### src/rtl/core/tgd_pkg.sv
// ----------------------------------------------------------------------------
// tgd_pkg
// Shared types and constants of the tilt gesture detector.
// ----------------------------------------------------------------------------
package tgd_pkg;

  localparam int SAMPLE_BITS_DEF = 16;

  localparam int THR_W    = 15;
  localparam int THR_SQ_W = 2 * THR_W;
  localparam int HOLD_W   = 16;
  localparam int MAP_W    = 18;
  localparam int DIR_W    = 3;
  localparam int TIME_W   = 32;
  localparam int ADDR_W   = 3;

  localparam logic [THR_W-1:0]  TRIG_RESET = 15'd1434;
  localparam logic [THR_W-1:0]  REL_RESET  = 15'd819;
  localparam logic [HOLD_W-1:0] HOLD_RESET = 16'd500;
  localparam logic [MAP_W-1:0]  MAP_RESET  = 18'd0;

  localparam logic [DIR_W-1:0] DIR_NONE = 3'd0;
  localparam logic [DIR_W-1:0] DIR_MAX  = 3'd4;

  typedef enum logic [ADDR_W-1:0] {
    REG_BASELINE_X = 3'd0,
    REG_BASELINE_Y = 3'd1,
    REG_BASELINE_Z = 3'd2,
    REG_TRIG_THR   = 3'd3,
    REG_REL_THR    = 3'd4,
    REG_HOLD_MS    = 3'd5,
    REG_DIR_MAP    = 3'd6
  } cfg_reg_t;

  typedef enum logic [1:0] {
    AXIS_X = 2'd0,
    AXIS_Y = 2'd1,
    AXIS_Z = 2'd2
  } axis_t;

  typedef enum logic {
    ST_IDLE   = 1'b0,
    ST_ACTIVE = 1'b1
  } gesture_state_t;

  typedef enum logic {
    PH_HOLDING   = 1'b0,
    PH_CONFIRMED = 1'b1
  } phase_t;

  typedef struct packed {
    logic [THR_SQ_W-1:0] trig_sq;
    logic [THR_SQ_W-1:0] rel_sq;
    logic [HOLD_W-1:0]   hold_ms;
    logic [MAP_W-1:0]    dir_map;
  } tgd_cfg_t;

endpackage

### src/rtl/core/tilt_gesture_detector_unit.sv
// ----------------------------------------------------------------------------
// tilt_gesture_detector_unit
// Results pass the input, magnitude and result registers to the master side.
// Throughput: one sample per cycle unless the master side stalls; the gesture
// state updates once per sample.
// Reset: synchronous; gesture idle, configuration registers at reset values.
// ----------------------------------------------------------------------------
module tilt_gesture_detector_unit
  import tgd_pkg::*;
#(
  parameter int SAMPLE_BITS = SAMPLE_BITS_DEF,
  localparam int CFG_W     = (SAMPLE_BITS > MAP_W) ? SAMPLE_BITS : MAP_W,
  localparam int IN_DATA_W = ((3 * SAMPLE_BITS + TIME_W + 7) / 8) * 8,
  localparam int OUT_RAW_W = DIR_W + TIME_W,
  localparam int OUT_DATA_W = ((OUT_RAW_W + 7) / 8) * 8
) (
  input  logic                  clk,
  input  logic                  rst,
  input  logic                  cfg_we,
  input  logic [ADDR_W-1:0]     cfg_addr,
  input  logic [CFG_W-1:0]      cfg_data,
  input  logic                  s_axis_tvalid,
  output logic                  s_axis_tready,
  // accel_x, accel_y, accel_z, time_ms, zero fill
  input  logic [IN_DATA_W-1:0]  s_axis_tdata,
  // read_ok
  input  logic                  s_axis_tuser,
  output logic                  m_axis_tvalid,
  input  logic                  m_axis_tready,
  // direction, hold_ms, zero fill
  output logic [OUT_DATA_W-1:0] m_axis_tdata,
  // phase
  output logic                  m_axis_tuser
);

  localparam int MAG_W = 2 * SAMPLE_BITS + 3;

  logic signed [SAMPLE_BITS-1:0] baseline_x;
  logic signed [SAMPLE_BITS-1:0] baseline_y;
  logic signed [SAMPLE_BITS-1:0] baseline_z;
  tgd_cfg_t                      cfg;

  logic              s2_valid;
  logic              s2_ready;
  logic              s2_read_ok;
  logic [MAG_W-1:0]  s2_mag2;
  axis_t             s2_axis;
  logic              s2_positive;
  logic [TIME_W-1:0] s2_time_ms;

  logic [DIR_W-1:0]  out_direction;
  phase_t            out_phase;
  logic [TIME_W-1:0] out_hold_ms;

  tgd_cfg_regs #(
    .SAMPLE_BITS(SAMPLE_BITS),
    .CFG_W      (CFG_W)
  ) u_cfg (
    .clk       (clk),
    .rst       (rst),
    .cfg_we    (cfg_we),
    .cfg_addr  (cfg_addr),
    .cfg_data  (cfg_data),
    .baseline_x(baseline_x),
    .baseline_y(baseline_y),
    .baseline_z(baseline_z),
    .cfg       (cfg)
  );

  tgd_front #(
    .SAMPLE_BITS(SAMPLE_BITS),
    .MAG_W      (MAG_W)
  ) u_front (
    .clk        (clk),
    .rst        (rst),
    .in_valid   (s_axis_tvalid),
    .in_ready   (s_axis_tready),
    .in_read_ok (s_axis_tuser),
    .in_accel_x (s_axis_tdata[SAMPLE_BITS-1:0]),
    .in_accel_y (s_axis_tdata[2*SAMPLE_BITS-1:SAMPLE_BITS]),
    .in_accel_z (s_axis_tdata[3*SAMPLE_BITS-1:2*SAMPLE_BITS]),
    .in_time_ms (s_axis_tdata[3*SAMPLE_BITS+TIME_W-1:3*SAMPLE_BITS]),
    .baseline_x (baseline_x),
    .baseline_y (baseline_y),
    .baseline_z (baseline_z),
    .s2_valid   (s2_valid),
    .s2_ready   (s2_ready),
    .s2_read_ok (s2_read_ok),
    .s2_mag2    (s2_mag2),
    .s2_axis    (s2_axis),
    .s2_positive(s2_positive),
    .s2_time_ms (s2_time_ms)
  );

  tgd_track #(
    .MAG_W(MAG_W)
  ) u_track (
    .clk          (clk),
    .rst          (rst),
    .cfg          (cfg),
    .s2_valid     (s2_valid),
    .s2_ready     (s2_ready),
    .s2_read_ok   (s2_read_ok),
    .s2_mag2      (s2_mag2),
    .s2_axis      (s2_axis),
    .s2_positive  (s2_positive),
    .s2_time_ms   (s2_time_ms),
    .out_valid    (m_axis_tvalid),
    .out_ready    (m_axis_tready),
    .out_direction(out_direction),
    .out_phase    (out_phase),
    .out_hold_ms  (out_hold_ms)
  );

  assign m_axis_tdata = OUT_DATA_W'({out_hold_ms, out_direction});
  assign m_axis_tuser = out_phase;

endmodule

### src/rtl/core/tgd_cfg_regs.sv
// ----------------------------------------------------------------------------
// tgd_cfg_regs
// Configuration registers; the squared thresholds are registered from the stored values.
// ----------------------------------------------------------------------------
module tgd_cfg_regs
  import tgd_pkg::*;
#(
  parameter int SAMPLE_BITS = SAMPLE_BITS_DEF,
  parameter int CFG_W       = MAP_W
) (
  input  logic                          clk,
  input  logic                          rst,
  input  logic                          cfg_we,
  input  logic [ADDR_W-1:0]             cfg_addr,
  input  logic [CFG_W-1:0]              cfg_data,
  output logic signed [SAMPLE_BITS-1:0] baseline_x,
  output logic signed [SAMPLE_BITS-1:0] baseline_y,
  output logic signed [SAMPLE_BITS-1:0] baseline_z,
  output tgd_cfg_t                      cfg
);

  logic [THR_W-1:0]    trig_thr;
  logic [THR_W-1:0]    rel_thr;
  logic [HOLD_W-1:0]   hold_ms;
  logic [MAP_W-1:0]    dir_map;
  logic [THR_SQ_W-1:0] trig_sq;
  logic [THR_SQ_W-1:0] rel_sq;

  always_ff @(posedge clk) begin
    if (rst) begin
      baseline_x <= '0;
      baseline_y <= '0;
      baseline_z <= '0;
      trig_thr   <= TRIG_RESET;
      rel_thr    <= REL_RESET;
      hold_ms    <= HOLD_RESET;
      dir_map    <= MAP_RESET;
    end else if (cfg_we) begin
      unique case (cfg_reg_t'(cfg_addr))
        REG_BASELINE_X: baseline_x <= cfg_data[SAMPLE_BITS-1:0];
        REG_BASELINE_Y: baseline_y <= cfg_data[SAMPLE_BITS-1:0];
        REG_BASELINE_Z: baseline_z <= cfg_data[SAMPLE_BITS-1:0];
        REG_TRIG_THR:   trig_thr   <= cfg_data[THR_W-1:0];
        REG_REL_THR:    rel_thr    <= cfg_data[THR_W-1:0];
        REG_HOLD_MS:    hold_ms    <= cfg_data[HOLD_W-1:0];
        REG_DIR_MAP:    dir_map    <= cfg_data[MAP_W-1:0];
        default: ;
      endcase
    end
  end

  always_ff @(posedge clk) begin
    if (rst) begin
      trig_sq <= THR_SQ_W'(TRIG_RESET) * THR_SQ_W'(TRIG_RESET);
      rel_sq  <= THR_SQ_W'(REL_RESET) * THR_SQ_W'(REL_RESET);
    end else begin
      trig_sq <= THR_SQ_W'(trig_thr) * THR_SQ_W'(trig_thr);
      rel_sq  <= THR_SQ_W'(rel_thr) * THR_SQ_W'(rel_thr);
    end
  end

  assign cfg = '{trig_sq: trig_sq, rel_sq: rel_sq, hold_ms: hold_ms, dir_map: dir_map};

endmodule

### src/rtl/core/tgd_front.sv
// ----------------------------------------------------------------------------
// tgd_front
// Input register, baseline removal, squared magnitude and dominant axis.
// ----------------------------------------------------------------------------
module tgd_front
  import tgd_pkg::*;
#(
  parameter int SAMPLE_BITS = SAMPLE_BITS_DEF,
  parameter int MAG_W       = 2 * SAMPLE_BITS + 3
) (
  input  logic                          clk,
  input  logic                          rst,
  input  logic                          in_valid,
  output logic                          in_ready,
  input  logic                          in_read_ok,
  input  logic signed [SAMPLE_BITS-1:0] in_accel_x,
  input  logic signed [SAMPLE_BITS-1:0] in_accel_y,
  input  logic signed [SAMPLE_BITS-1:0] in_accel_z,
  input  logic [TIME_W-1:0]             in_time_ms,
  input  logic signed [SAMPLE_BITS-1:0] baseline_x,
  input  logic signed [SAMPLE_BITS-1:0] baseline_y,
  input  logic signed [SAMPLE_BITS-1:0] baseline_z,
  output logic                          s2_valid,
  input  logic                          s2_ready,
  output logic                          s2_read_ok,
  output logic [MAG_W-1:0]              s2_mag2,
  output axis_t                         s2_axis,
  output logic                          s2_positive,
  output logic [TIME_W-1:0]             s2_time_ms
);

  localparam int DEV_W  = SAMPLE_BITS + 1;
  localparam int PROD_W = 2 * DEV_W;
  localparam int SQ_W   = 2 * SAMPLE_BITS + 1;

  logic                          s1_valid;
  logic                          s1_read_ok;
  logic signed [SAMPLE_BITS-1:0] s1_x;
  logic signed [SAMPLE_BITS-1:0] s1_y;
  logic signed [SAMPLE_BITS-1:0] s1_z;
  logic [TIME_W-1:0]             s1_time_ms;

  logic              s1_load;
  logic              s2_load;
  logic [DEV_W-1:0]  dev_x;
  logic [DEV_W-1:0]  dev_y;
  logic [DEV_W-1:0]  dev_z;
  logic [DEV_W-1:0]  abs_x;
  logic [DEV_W-1:0]  abs_y;
  logic [DEV_W-1:0]  abs_z;
  logic [PROD_W-1:0] prod_x;
  logic [PROD_W-1:0] prod_y;
  logic [PROD_W-1:0] prod_z;
  logic [MAG_W-1:0]  mag2;
  axis_t             axis;
  logic [DEV_W-1:0]  abs_sel;
  logic [DEV_W-1:0]  dev_sel;
  logic              positive;

  assign s2_load  = !s2_valid || s2_ready;
  assign s1_load  = !s1_valid || s2_load;
  assign in_ready = s1_load;

  always_comb begin
    dev_x = {s1_x[SAMPLE_BITS-1], s1_x} - {baseline_x[SAMPLE_BITS-1], baseline_x};
    dev_y = {s1_y[SAMPLE_BITS-1], s1_y} - {baseline_y[SAMPLE_BITS-1], baseline_y};
    dev_z = {s1_z[SAMPLE_BITS-1], s1_z} - {baseline_z[SAMPLE_BITS-1], baseline_z};
    abs_x = dev_x[DEV_W-1] ? (~dev_x + 1'b1) : dev_x;
    abs_y = dev_y[DEV_W-1] ? (~dev_y + 1'b1) : dev_y;
    abs_z = dev_z[DEV_W-1] ? (~dev_z + 1'b1) : dev_z;
    prod_x = PROD_W'(abs_x) * PROD_W'(abs_x);
    prod_y = PROD_W'(abs_y) * PROD_W'(abs_y);
    prod_z = PROD_W'(abs_z) * PROD_W'(abs_z);
    mag2 = MAG_W'(prod_x[SQ_W-1:0]) + MAG_W'(prod_y[SQ_W-1:0]) + MAG_W'(prod_z[SQ_W-1:0]);

    axis    = AXIS_X;
    abs_sel = abs_x;
    dev_sel = dev_x;
    if (abs_y > abs_sel) begin
      axis    = AXIS_Y;
      abs_sel = abs_y;
      dev_sel = dev_y;
    end
    if (abs_z > abs_sel) begin
      axis    = AXIS_Z;
      dev_sel = dev_z;
    end
    positive = !dev_sel[DEV_W-1] && (dev_sel != '0);
  end

  always_ff @(posedge clk) begin
    if (rst) begin
      s1_valid <= 1'b0;
    end else if (s1_load) begin
      s1_valid <= in_valid;
    end
  end

  always_ff @(posedge clk) begin
    if (s1_load) begin
      s1_read_ok <= in_read_ok;
      s1_x       <= in_accel_x;
      s1_y       <= in_accel_y;
      s1_z       <= in_accel_z;
      s1_time_ms <= in_time_ms;
    end
  end

  always_ff @(posedge clk) begin
    if (rst) begin
      s2_valid <= 1'b0;
    end else if (s2_load) begin
      s2_valid <= s1_valid;
    end
  end

  always_ff @(posedge clk) begin
    if (s2_load) begin
      s2_read_ok  <= s1_read_ok;
      s2_mag2     <= mag2;
      s2_axis     <= axis;
      s2_positive <= positive;
      s2_time_ms  <= s1_time_ms;
    end
  end

endmodule

### src/rtl/core/tgd_track.sv
// ----------------------------------------------------------------------------
// tgd_track
// Gesture state machine, direction mapping and result register.
// ----------------------------------------------------------------------------
module tgd_track
  import tgd_pkg::*;
#(
  parameter int MAG_W = 2 * SAMPLE_BITS_DEF + 3
) (
  input  logic              clk,
  input  logic              rst,
  input  tgd_cfg_t          cfg,
  input  logic              s2_valid,
  output logic              s2_ready,
  input  logic              s2_read_ok,
  input  logic [MAG_W-1:0]  s2_mag2,
  input  axis_t             s2_axis,
  input  logic              s2_positive,
  input  logic [TIME_W-1:0] s2_time_ms,
  output logic              out_valid,
  input  logic              out_ready,
  output logic [DIR_W-1:0]  out_direction,
  output phase_t            out_phase,
  output logic [TIME_W-1:0] out_hold_ms
);

  localparam int CMP_W = (MAG_W > THR_SQ_W) ? MAG_W : THR_SQ_W;

  gesture_state_t    state;
  gesture_state_t    state_next;
  axis_t             active_axis;
  axis_t             active_axis_next;
  logic              active_positive;
  logic              active_positive_next;
  logic [TIME_W-1:0] hold_start_ms;
  logic [TIME_W-1:0] hold_start_ms_next;
  logic              confirm_sent;
  logic              confirm_sent_next;

  logic              o_load;
  logic              step;
  logic [TIME_W-1:0] held;
  logic              below_trig;
  logic              below_rel;
  logic              emit;
  axis_t             emit_axis;
  logic              emit_pos;
  phase_t            emit_phase;
  logic [TIME_W-1:0] emit_held;
  logic [2:0]        map_sel;
  logic [DIR_W-1:0]  code;
  logic [DIR_W-1:0]  res_direction;
  phase_t            res_phase;
  logic [TIME_W-1:0] res_hold_ms;

  assign o_load   = !out_valid || out_ready;
  assign s2_ready = o_load;
  assign step     = s2_valid && o_load;

  assign held       = s2_time_ms - hold_start_ms;
  assign below_trig = CMP_W'(s2_mag2) < CMP_W'(cfg.trig_sq);
  assign below_rel  = CMP_W'(s2_mag2) < CMP_W'(cfg.rel_sq);

  always_comb begin
    state_next           = state;
    active_axis_next     = active_axis;
    active_positive_next = active_positive;
    hold_start_ms_next   = hold_start_ms;
    confirm_sent_next    = confirm_sent;
    emit                 = 1'b0;
    emit_axis            = active_axis;
    emit_pos             = active_positive;
    emit_phase           = PH_HOLDING;
    emit_held            = held;

    unique case (state)
      ST_IDLE: begin
        if (s2_read_ok && !below_trig) begin
          state_next           = ST_ACTIVE;
          active_axis_next     = s2_axis;
          active_positive_next = s2_positive;
          hold_start_ms_next   = s2_time_ms;
          confirm_sent_next    = 1'b0;
          emit                 = 1'b1;
          emit_axis            = s2_axis;
          emit_pos             = s2_positive;
          emit_held            = '0;
        end
      end
      ST_ACTIVE: begin
        if (!s2_read_ok) begin
          emit = 1'b1;
        end else if (below_rel) begin
          state_next           = ST_IDLE;
          active_axis_next     = AXIS_X;
          active_positive_next = 1'b0;
        end else begin
          emit = 1'b1;
          if (!confirm_sent && (held >= TIME_W'(cfg.hold_ms))) begin
            confirm_sent_next = 1'b1;
            emit_phase        = PH_CONFIRMED;
          end
        end
      end
      default: ;
    endcase

    map_sel = {emit_axis, emit_pos};
    code    = DIR_NONE;
    if (map_sel < 3'd6) begin
      code = cfg.dir_map[5'(map_sel) * 5'd3 +: DIR_W];
    end
    if (code > DIR_MAX) begin
      code = DIR_NONE;
    end

    if (emit && (code != DIR_NONE)) begin
      res_direction = code;
      res_phase     = emit_phase;
      res_hold_ms   = emit_held;
    end else begin
      res_direction = DIR_NONE;
      res_phase     = PH_HOLDING;
      res_hold_ms   = '0;
    end
  end

  always_ff @(posedge clk) begin
    if (rst) begin
      state           <= ST_IDLE;
      active_axis     <= AXIS_X;
      active_positive <= 1'b0;
      hold_start_ms   <= '0;
      confirm_sent    <= 1'b0;
    end else if (step) begin
      state           <= state_next;
      active_axis     <= active_axis_next;
      active_positive <= active_positive_next;
      hold_start_ms   <= hold_start_ms_next;
      confirm_sent    <= confirm_sent_next;
    end
  end

  always_ff @(posedge clk) begin
    if (rst) begin
      out_valid <= 1'b0;
    end else if (o_load) begin
      out_valid <= s2_valid;
    end
  end

  always_ff @(posedge clk) begin
    if (step) begin
      out_direction <= res_direction;
      out_phase     <= res_phase;
      out_hold_ms   <= res_hold_ms;
    end
  end

endmodule

### config.mk
export PLATFORM = sky130hd
export DESIGN_NAME = tilt_gesture_detector_unit
export DESIGN_NICKNAME = d
export VERILOG_FILES = /design/src/rtl/core/tgd_pkg.sv /design/src/rtl/core/tilt_gesture_detector_unit.sv /design/src/rtl/core/tgd_cfg_regs.sv /design/src/rtl/core/tgd_front.sv /design/src/rtl/core/tgd_track.sv
export SDC_FILE = /design/constraint.sdc
export NUM_CORES = 2
export LEC_CHECK = 0
export BUFFER_PORTS_ARGS = -buffer_cell sky130_fd_sc_hd__buf_2
export CORE_ASPECT_RATIO = 0.6
export CORE_MARGIN = 4
export CORE_UTILIZATION = 60
export CTS_CLUSTER_DIAMETER = 100
export DETAILED_ROUTE_END_ITERATION = 10
export GPL_ROUTABILITY_DRIVEN = 0
export PLACE_DENSITY = 0.77
export SETUP_SLACK_MARGIN = 0.02
export SLEW_MARGIN = 20
export SYNTH_ARGS = -nofsm -noshare
export SYNTH_HDL_FRONTEND = slang
export SYNTH_SLANG_ARGS = --single-unit
### constraint.sdc
create_clock -name clk -period 14.74 [get_ports clk]
set_input_delay 0.737 -clock clk [delete_from_list [all_inputs] [get_ports clk]]
set_output_delay 0.737 -clock clk [all_outputs]
set_load 0.01 [all_outputs]
Yosys cells after proc, flatten, opt, wreduce, memory -nomap -nowiden

Cells that the tools add are included.

Flip-flop bits (word level): 400
Bits of input ports: 107
Output and inout port bits: 43
Logic and storage cells: 129

Add/subtract/negate cells: 9
$mul: 6
Magnitude comparators: 7
Equality and inequality tests: 11
Shifts and indexed selects: 1
Multiplexer cells: 31
Bitwise operators: 6
Reduce and logical (&&, ||, !) cells: 28

Operators by type and width:

| kind                                                             | count |
|---|---|
| 17-bit 2-to-1 mux                                                | 6 |
| 17-bit by 17-bit multiplier with 33-bit output                   | 3 |
| 35-bit by 30-bit less-than comparator with 1-bit output          | 2 |
| 32-bit 2-to-1 mux                                                | 2 |
| 15-bit by 15-bit multiplier with 30-bit output                   | 2 |
| 17-bit by 1-bit adder with 17-bit output (second input constant) | 3 |
| 17-bit inverter                                                  | 3 |
| 16-bit by 16-bit subtractor with 17-bit output                   | 3 |
| 35-bit by 33-bit adder with 35-bit output                        | 1 |
| 33-bit by 33-bit adder with 34-bit output                        | 1 |
| 17-bit greater-than comparator                                   | 2 |
| 32-bit by 16-bit greater-or-equal comparator with 1-bit output   | 1 |
| 32-bit subtractor                                                | 1 |
| 18-bit by 6-bit indexed part select with 3-bit output            | 1 |
| 17-bit nonzero test                                              | 1 |
| 2-bit AND reduction                                              | 7 |
| 1-bit 2-to-1 mux                                                 | 13 |
| 3-bit == test (second input constant)                            | 3 |
| 2-bit 2-to-1 mux                                                 | 4 |
| 2-bit != test (second input constant)                            | 4 |
| 3-bit by 2-bit == test with 1-bit output (second input constant) | 2 |
| 1-bit logical NOT                                                | 6 |
| 3-bit 2-to-1 mux                                                 | 2 |
| 1-bit case mux with 2 select lines                               | 3 |
| 14 further kinds                                                 | 23 |

Logic depth before layout (Yosys ltp)

Depth in word-level cells: 14
Gate-level depth with buffers: 57

Hierarchy

From an unflattened synthesis, not the netlist that was laid out.

Cell total of the unflattened synthesis: 6885
Area, all modules: 61051.1 sq um

Modules (own cells, without submodules):

| module                     | times used | cells each | area an instance (sq um) | sequential area each (sq um) |
|---|---|---|---|---|
| tgd_front                  | 1          | 3860       | 35454.0                  | 4604.4 |
| tgd_cfg_regs               | 1          | 2146       | 18447.7                  | 3403.3 |
| tgd_track                  | 1          | 873        | 7108.1                   | 1841.8 |
| tilt_gesture_detector_unit | 1          | 6          | 41.3                     | 0.0 |

Worst setup path before layout

OpenSTA, ideal clock, no wires.

Kind: register to register
From: register u_cfg.baseline_x[2]
To: register u_front.s2_mag2[31] (data pin)
Library setup time: 0.258 ns
Arrival time: 10.990 ns
Data required time: 14.482 ns
Setup slack: 3.493 ns
Stages on the path, launching flop included: 53
Path through: dfxtp_1 -> inv_1 -> ha_1 -> nor2b_1 -> o31a_1 -> o2111a_1 -> a211o_1 -> a21o_1 -> a31o_2 -> buf_1 -> nor2_1 -> xor2_1 -> clkbuf_1 -> nand2_1 -> fa_1 -> fa_1 -> inv_1 -> ha_1 -> [17 not listed] -> o21ai_0 -> a21oi_1 -> nor2_1 -> a21o_1 -> a21oi_1 -> xnor2_1 -> ha_1 -> and3_1 -> nand3_1 -> o221ai_1 -> a21o_1 -> o211ai_1 -> a21oi_1 -> o31ai_1 -> a21boi_0 -> o21ai_0 -> nor2b_1 -> xnor2_1

Word-level cells in the longest chain between the ends: 7

RTL lines:

| what                                               | line               | RTL |
|---|---|---|
| start, declared                                    | tgd_cfg_regs.sv:16 | `output logic signed [SAMPLE_BITS-1:0] baseline_x,` |
| start signal, assigned                             | tgd_cfg_regs.sv:40 | `REG_BASELINE_X: baseline_x <= cfg_data[SAMPLE_BITS-1:0];` |
| 16-bit by 16-bit subtractor with 17-bit output (*) | tgd_front.sv:65    | `dev_x = {s1_x[SAMPLE_BITS-1], s1_x} - {baseline_x[SAMPLE_BITS-1], baseline_x};` |
| 17-bit inverter                                    | tgd_front.sv:68    | `abs_x = dev_x[DEV_W-1] ? (~dev_x + 1'b1) : dev_x;` |
| 17-bit by 1-bit adder with 17-bit output           | tgd_front.sv:68    |  |
| 17-bit 2-to-1 mux (*)                              | tgd_front.sv:68    |  |
| 17-bit by 17-bit multiplier with 33-bit output (*) | tgd_front.sv:71    | `prod_x = PROD_W'(abs_x) * PROD_W'(abs_x);` |
| 33-bit by 33-bit adder with 34-bit output (*)      | tgd_front.sv:74    | `mag2 = MAG_W'(prod_x[SQ_W-1:0]) + MAG_W'(prod_y[SQ_W-1:0]) + MAG_W'(prod_z[SQ_W-1:0]);` |
| 35-bit by 33-bit adder with 35-bit output (*)      | tgd_front.sv:74    |  |
| via u_front.mag2[31]                               | tgd_front.sv:54    | `logic [MAG_W-1:0] mag2;` |
| end signal, assigned                               | tgd_front.sv:120   | `s2_mag2 <= mag2;` |
| end, declared                                      | tgd_front.sv:26    | `output logic [MAG_W-1:0] s2_mag2,` |

Mark *: on every way through the listed nets, which the timed path passes. The rest lies on a longest branch.
A chain may end at the register's enable or synchronous reset.

Final worst setup path

From: register u_cfg.baseline_y[5]
To: register u_front.s2_mag2[32] (data pin)

Word-level cells in the longest chain between the ends: 7

RTL lines:

| what                                               | line               | RTL |
|---|---|---|
| start, declared                                    | tgd_cfg_regs.sv:17 | `output logic signed [SAMPLE_BITS-1:0] baseline_y,` |
| start signal, assigned                             | tgd_cfg_regs.sv:41 | `REG_BASELINE_Y: baseline_y <= cfg_data[SAMPLE_BITS-1:0];` |
| 16-bit by 16-bit subtractor with 17-bit output (*) | tgd_front.sv:66    | `dev_y = {s1_y[SAMPLE_BITS-1], s1_y} - {baseline_y[SAMPLE_BITS-1], baseline_y};` |
| 17-bit inverter                                    | tgd_front.sv:69    | `abs_y = dev_y[DEV_W-1] ? (~dev_y + 1'b1) : dev_y;` |
| 17-bit by 1-bit adder with 17-bit output           | tgd_front.sv:69    |  |
| 17-bit 2-to-1 mux (*)                              | tgd_front.sv:69    |  |
| 17-bit by 17-bit multiplier with 33-bit output (*) | tgd_front.sv:72    | `prod_y = PROD_W'(abs_y) * PROD_W'(abs_y);` |
| 33-bit by 33-bit adder with 34-bit output (*)      | tgd_front.sv:74    |  |
| 35-bit by 33-bit adder with 35-bit output (*)      | tgd_front.sv:74    |  |
| via u_front.mag2[32]                               | tgd_front.sv:54    |  |

Marked as above.

==> results.cfg <==
[run_status]
status = complete, no violations

[clock_network]
cts_tree = done
clock_sinks = 398
cts_buffers = 35
clkSlewWorstSetupHoldPaths_ps = 80
clk_latency_ps = 590
cts_hold_buffers = 0
postCtsSetupRepairBufs = 0
root_buffer = clkbuf_16
cts_htree_levels = 2
ctsResizeCount = 0
clockBufferDepth = 3

[synth]
ys.flop_type = dfxtp_1
synth.area.mux_share_pct = 0.545
ys_seq_elements = 398
synth_top_family_by_area = adder cells
syn-instance-count = 6529
synth-adder-area-share_pct = 44.8
synth_edf_count = 188
yosysWarnings = 0
netlist_area_um2 = 58800
synth_top_area_cell = fa_1
async_reset_ff_share_pct = 0
synthXorXnorAreaFrac_pct = 4.87
ys_types = 91
ys_top_cells_by_area = fa_1 29%, ha_1 16%, edfxtp_1 9.6%, inv_1 8.9%, dfxtp_1 7.1%
yosysSeqAreaShare_pct = 16.7
synth_compound_area_share_pct = 9.92
syn_area_per_cell_um2 = 9.01
synth_top_cell_area_share_pct = 29.1
synth_simple_gate_area_share_pct = 13.1

[place]
post-dp-hpwl_mm = 133
placement.io_buffers = 144

[timing]
finalSetupViolCount = 0
slew_violations = 0
fin_crit_ps = 13360
tns_ps = 0
hold_violations = 0
max_freq_mhz = 74.9
rsz0062_at_grt = no
fin_crit_sh_pct = 90.6
maxSlewHeadroom_pct = 30.6
fin_skew_ps = 31.5
tightest_slew_ps = 1010

[worst_setup_path]
cp_top_family = compound AO/OA/AOI/OAI gates
critPathLaunchType = flop
cp.depth = 44
reg2reg_depth = 44
crit_top_cell = fa_1
end_kind = flop
path_max_fanout = 10
worstPathArrival_ps = 13700
crit_buf_inv = 6
crit_slowest_cell = xor2_1
timing.rr.start = u_cfg.baseline_y[5]
critical-path-max-stage-delay_ps = 790
crit_type = flop to flop
critPathLaunch = u_cfg.baseline_y[5]
crit_required_ps = 15090

[grt]
grt_overflow = 0
grt_pass1_vias = 46244
grt_start_max_net_pins = 117
grt_first_pass_wirelength_mm = 257
antenna_found_initial = 10
grtUsageTotal_pct = 31.8

[detailed_routing]
routed_wl_mm = 162
dr.pass1.iters = 6
vias_per_cell = 5.74
vias = 45862
drt_iter0_drc = 5239
drc = 0
ant_nets = 0
wire_per_inst_um = 20.3

[worst_hold_path]
min_path_cells = 1
holdCritStartpoint = s_axis_tdata[19]
hp-class = input pin to flop

[die]
core_um2 = 96700
fp.dieH_um = 251
dieArea_um2 = 103000
ios = 150
initial_core_util_pct = 60.8
rows = 88
die_w_um = 412

[job]
cap_violations = 0

[finish]
multi_input_area_um2 = 43300
seq_area_um2 = 9850
mostFrequentLayoutCell = inv_1
nFillCells = 8001
mostFrequentLayoutCells = 1395 x inv_1, 854 x fa_1, 737 x ha_1, 667 x nand2_1, 479 x nor2_1
area.growth.synth_to_final_pct = 6.10
drive_gt1_share_pct = 4.85
nNetsFinal = 8355
-- layout make-up --
cell class	count	share of cell area, %
Tap cell	1305	2.62
Inverter	1415	8.51
Sequential cell	398	15.8
Timing Repair Buffer	198	1.81
Multi-Input combinational cell	4609	69.4
Antenna cell	5	0.0201
Clock inverter	20	0.391
Clock buffer	44	1.51
-- registers in the layout, summed over array words and instances (netlist names), 18 cells and up --
name                   cells
u_front.s2_mag2           35
u_front.s1_time_ms        32
u_front.s2_time_ms        32
u_track.hold_start_ms     32
u_track.out_hold_ms       32
u_cfg.rel_sq              29
u_cfg.trig_sq             29
u_cfg.dir_map             18
-- metal layers --
layer | global-route usage, % | part of all wire [%]
met2 | 44.3 | 40
met5 | 0 | 0
met4 | 5.88 | 2.2
met1 | 48.2 | 44
met3 | 11.0 | 14
-- through the flow --
| step | hold WS (ps) | instances | setup slack [ps] | area [um^2] | utilization, % |
|---|---|---|---|---|---|
| CTS | 322 | 7989 | 1840 | 62400 | 64.5 |
| finish | 330 | 7994 | 1380 | 62400 | 64.5 |
| detailed placement | 405 | 7925 | 1940 | 61200 | 63.3 |
| floorplan | 400 | 6567 | 3490 | 59000 | - |
| global route | 319 | 7992 | 668 | 62400 | 64.5 |
| global placement | 402 | 7925 | 2250 | 61200 | 63.3 |
-- cell families (layout without fill, tap and decap cells) --
kind of cell             after synthesis  count (layout)
XOR/XNOR                             326             326
AO/OA/AOI/OAI                        919             919
multiplexers                          31              31
AND/OR/NAND/NOR                     1701            1701
adder cells (fa/ha/maj)             1592            1592
buffers and inverters               1560            1677
other                                  2              45
flip-flops                           398             398
-- synthesized netlist by cell type, drive strengths merged (16+ instances only) --
cell       n
a211oi    26
a21o     132
a21oi    363
a31oi     34
and2     146
and3      35
clkbuf   135
dfxtp    210
edfxtp   188
fa       854
ha       737
inv     1401
mux2i     23
nand2    668
nand2b    60
nand3     59
nand3b    19
nand4     21
nor2     485
nor2b     47
nor3      62
nor3b     20
o21a      52
o21ai    124
o21bai    35
o31ai     16
or2       22
or3       22
xnor2    219
xor2     107
-- worst paths after layout --
kind	to	slack [ps]
hold / removal	u_front.s1_y[3]	330
setup / recovery	u_front.s2_mag2[32]	1380
setup reg to reg	u_front.s2_mag2[32]	1380
hold reg to reg	u_front.s2_time_ms[8]	420
Power is left out: the tool's default activity adds up to more than one toggle a clock period on the data nets, which glitch-free logic cannot reach.
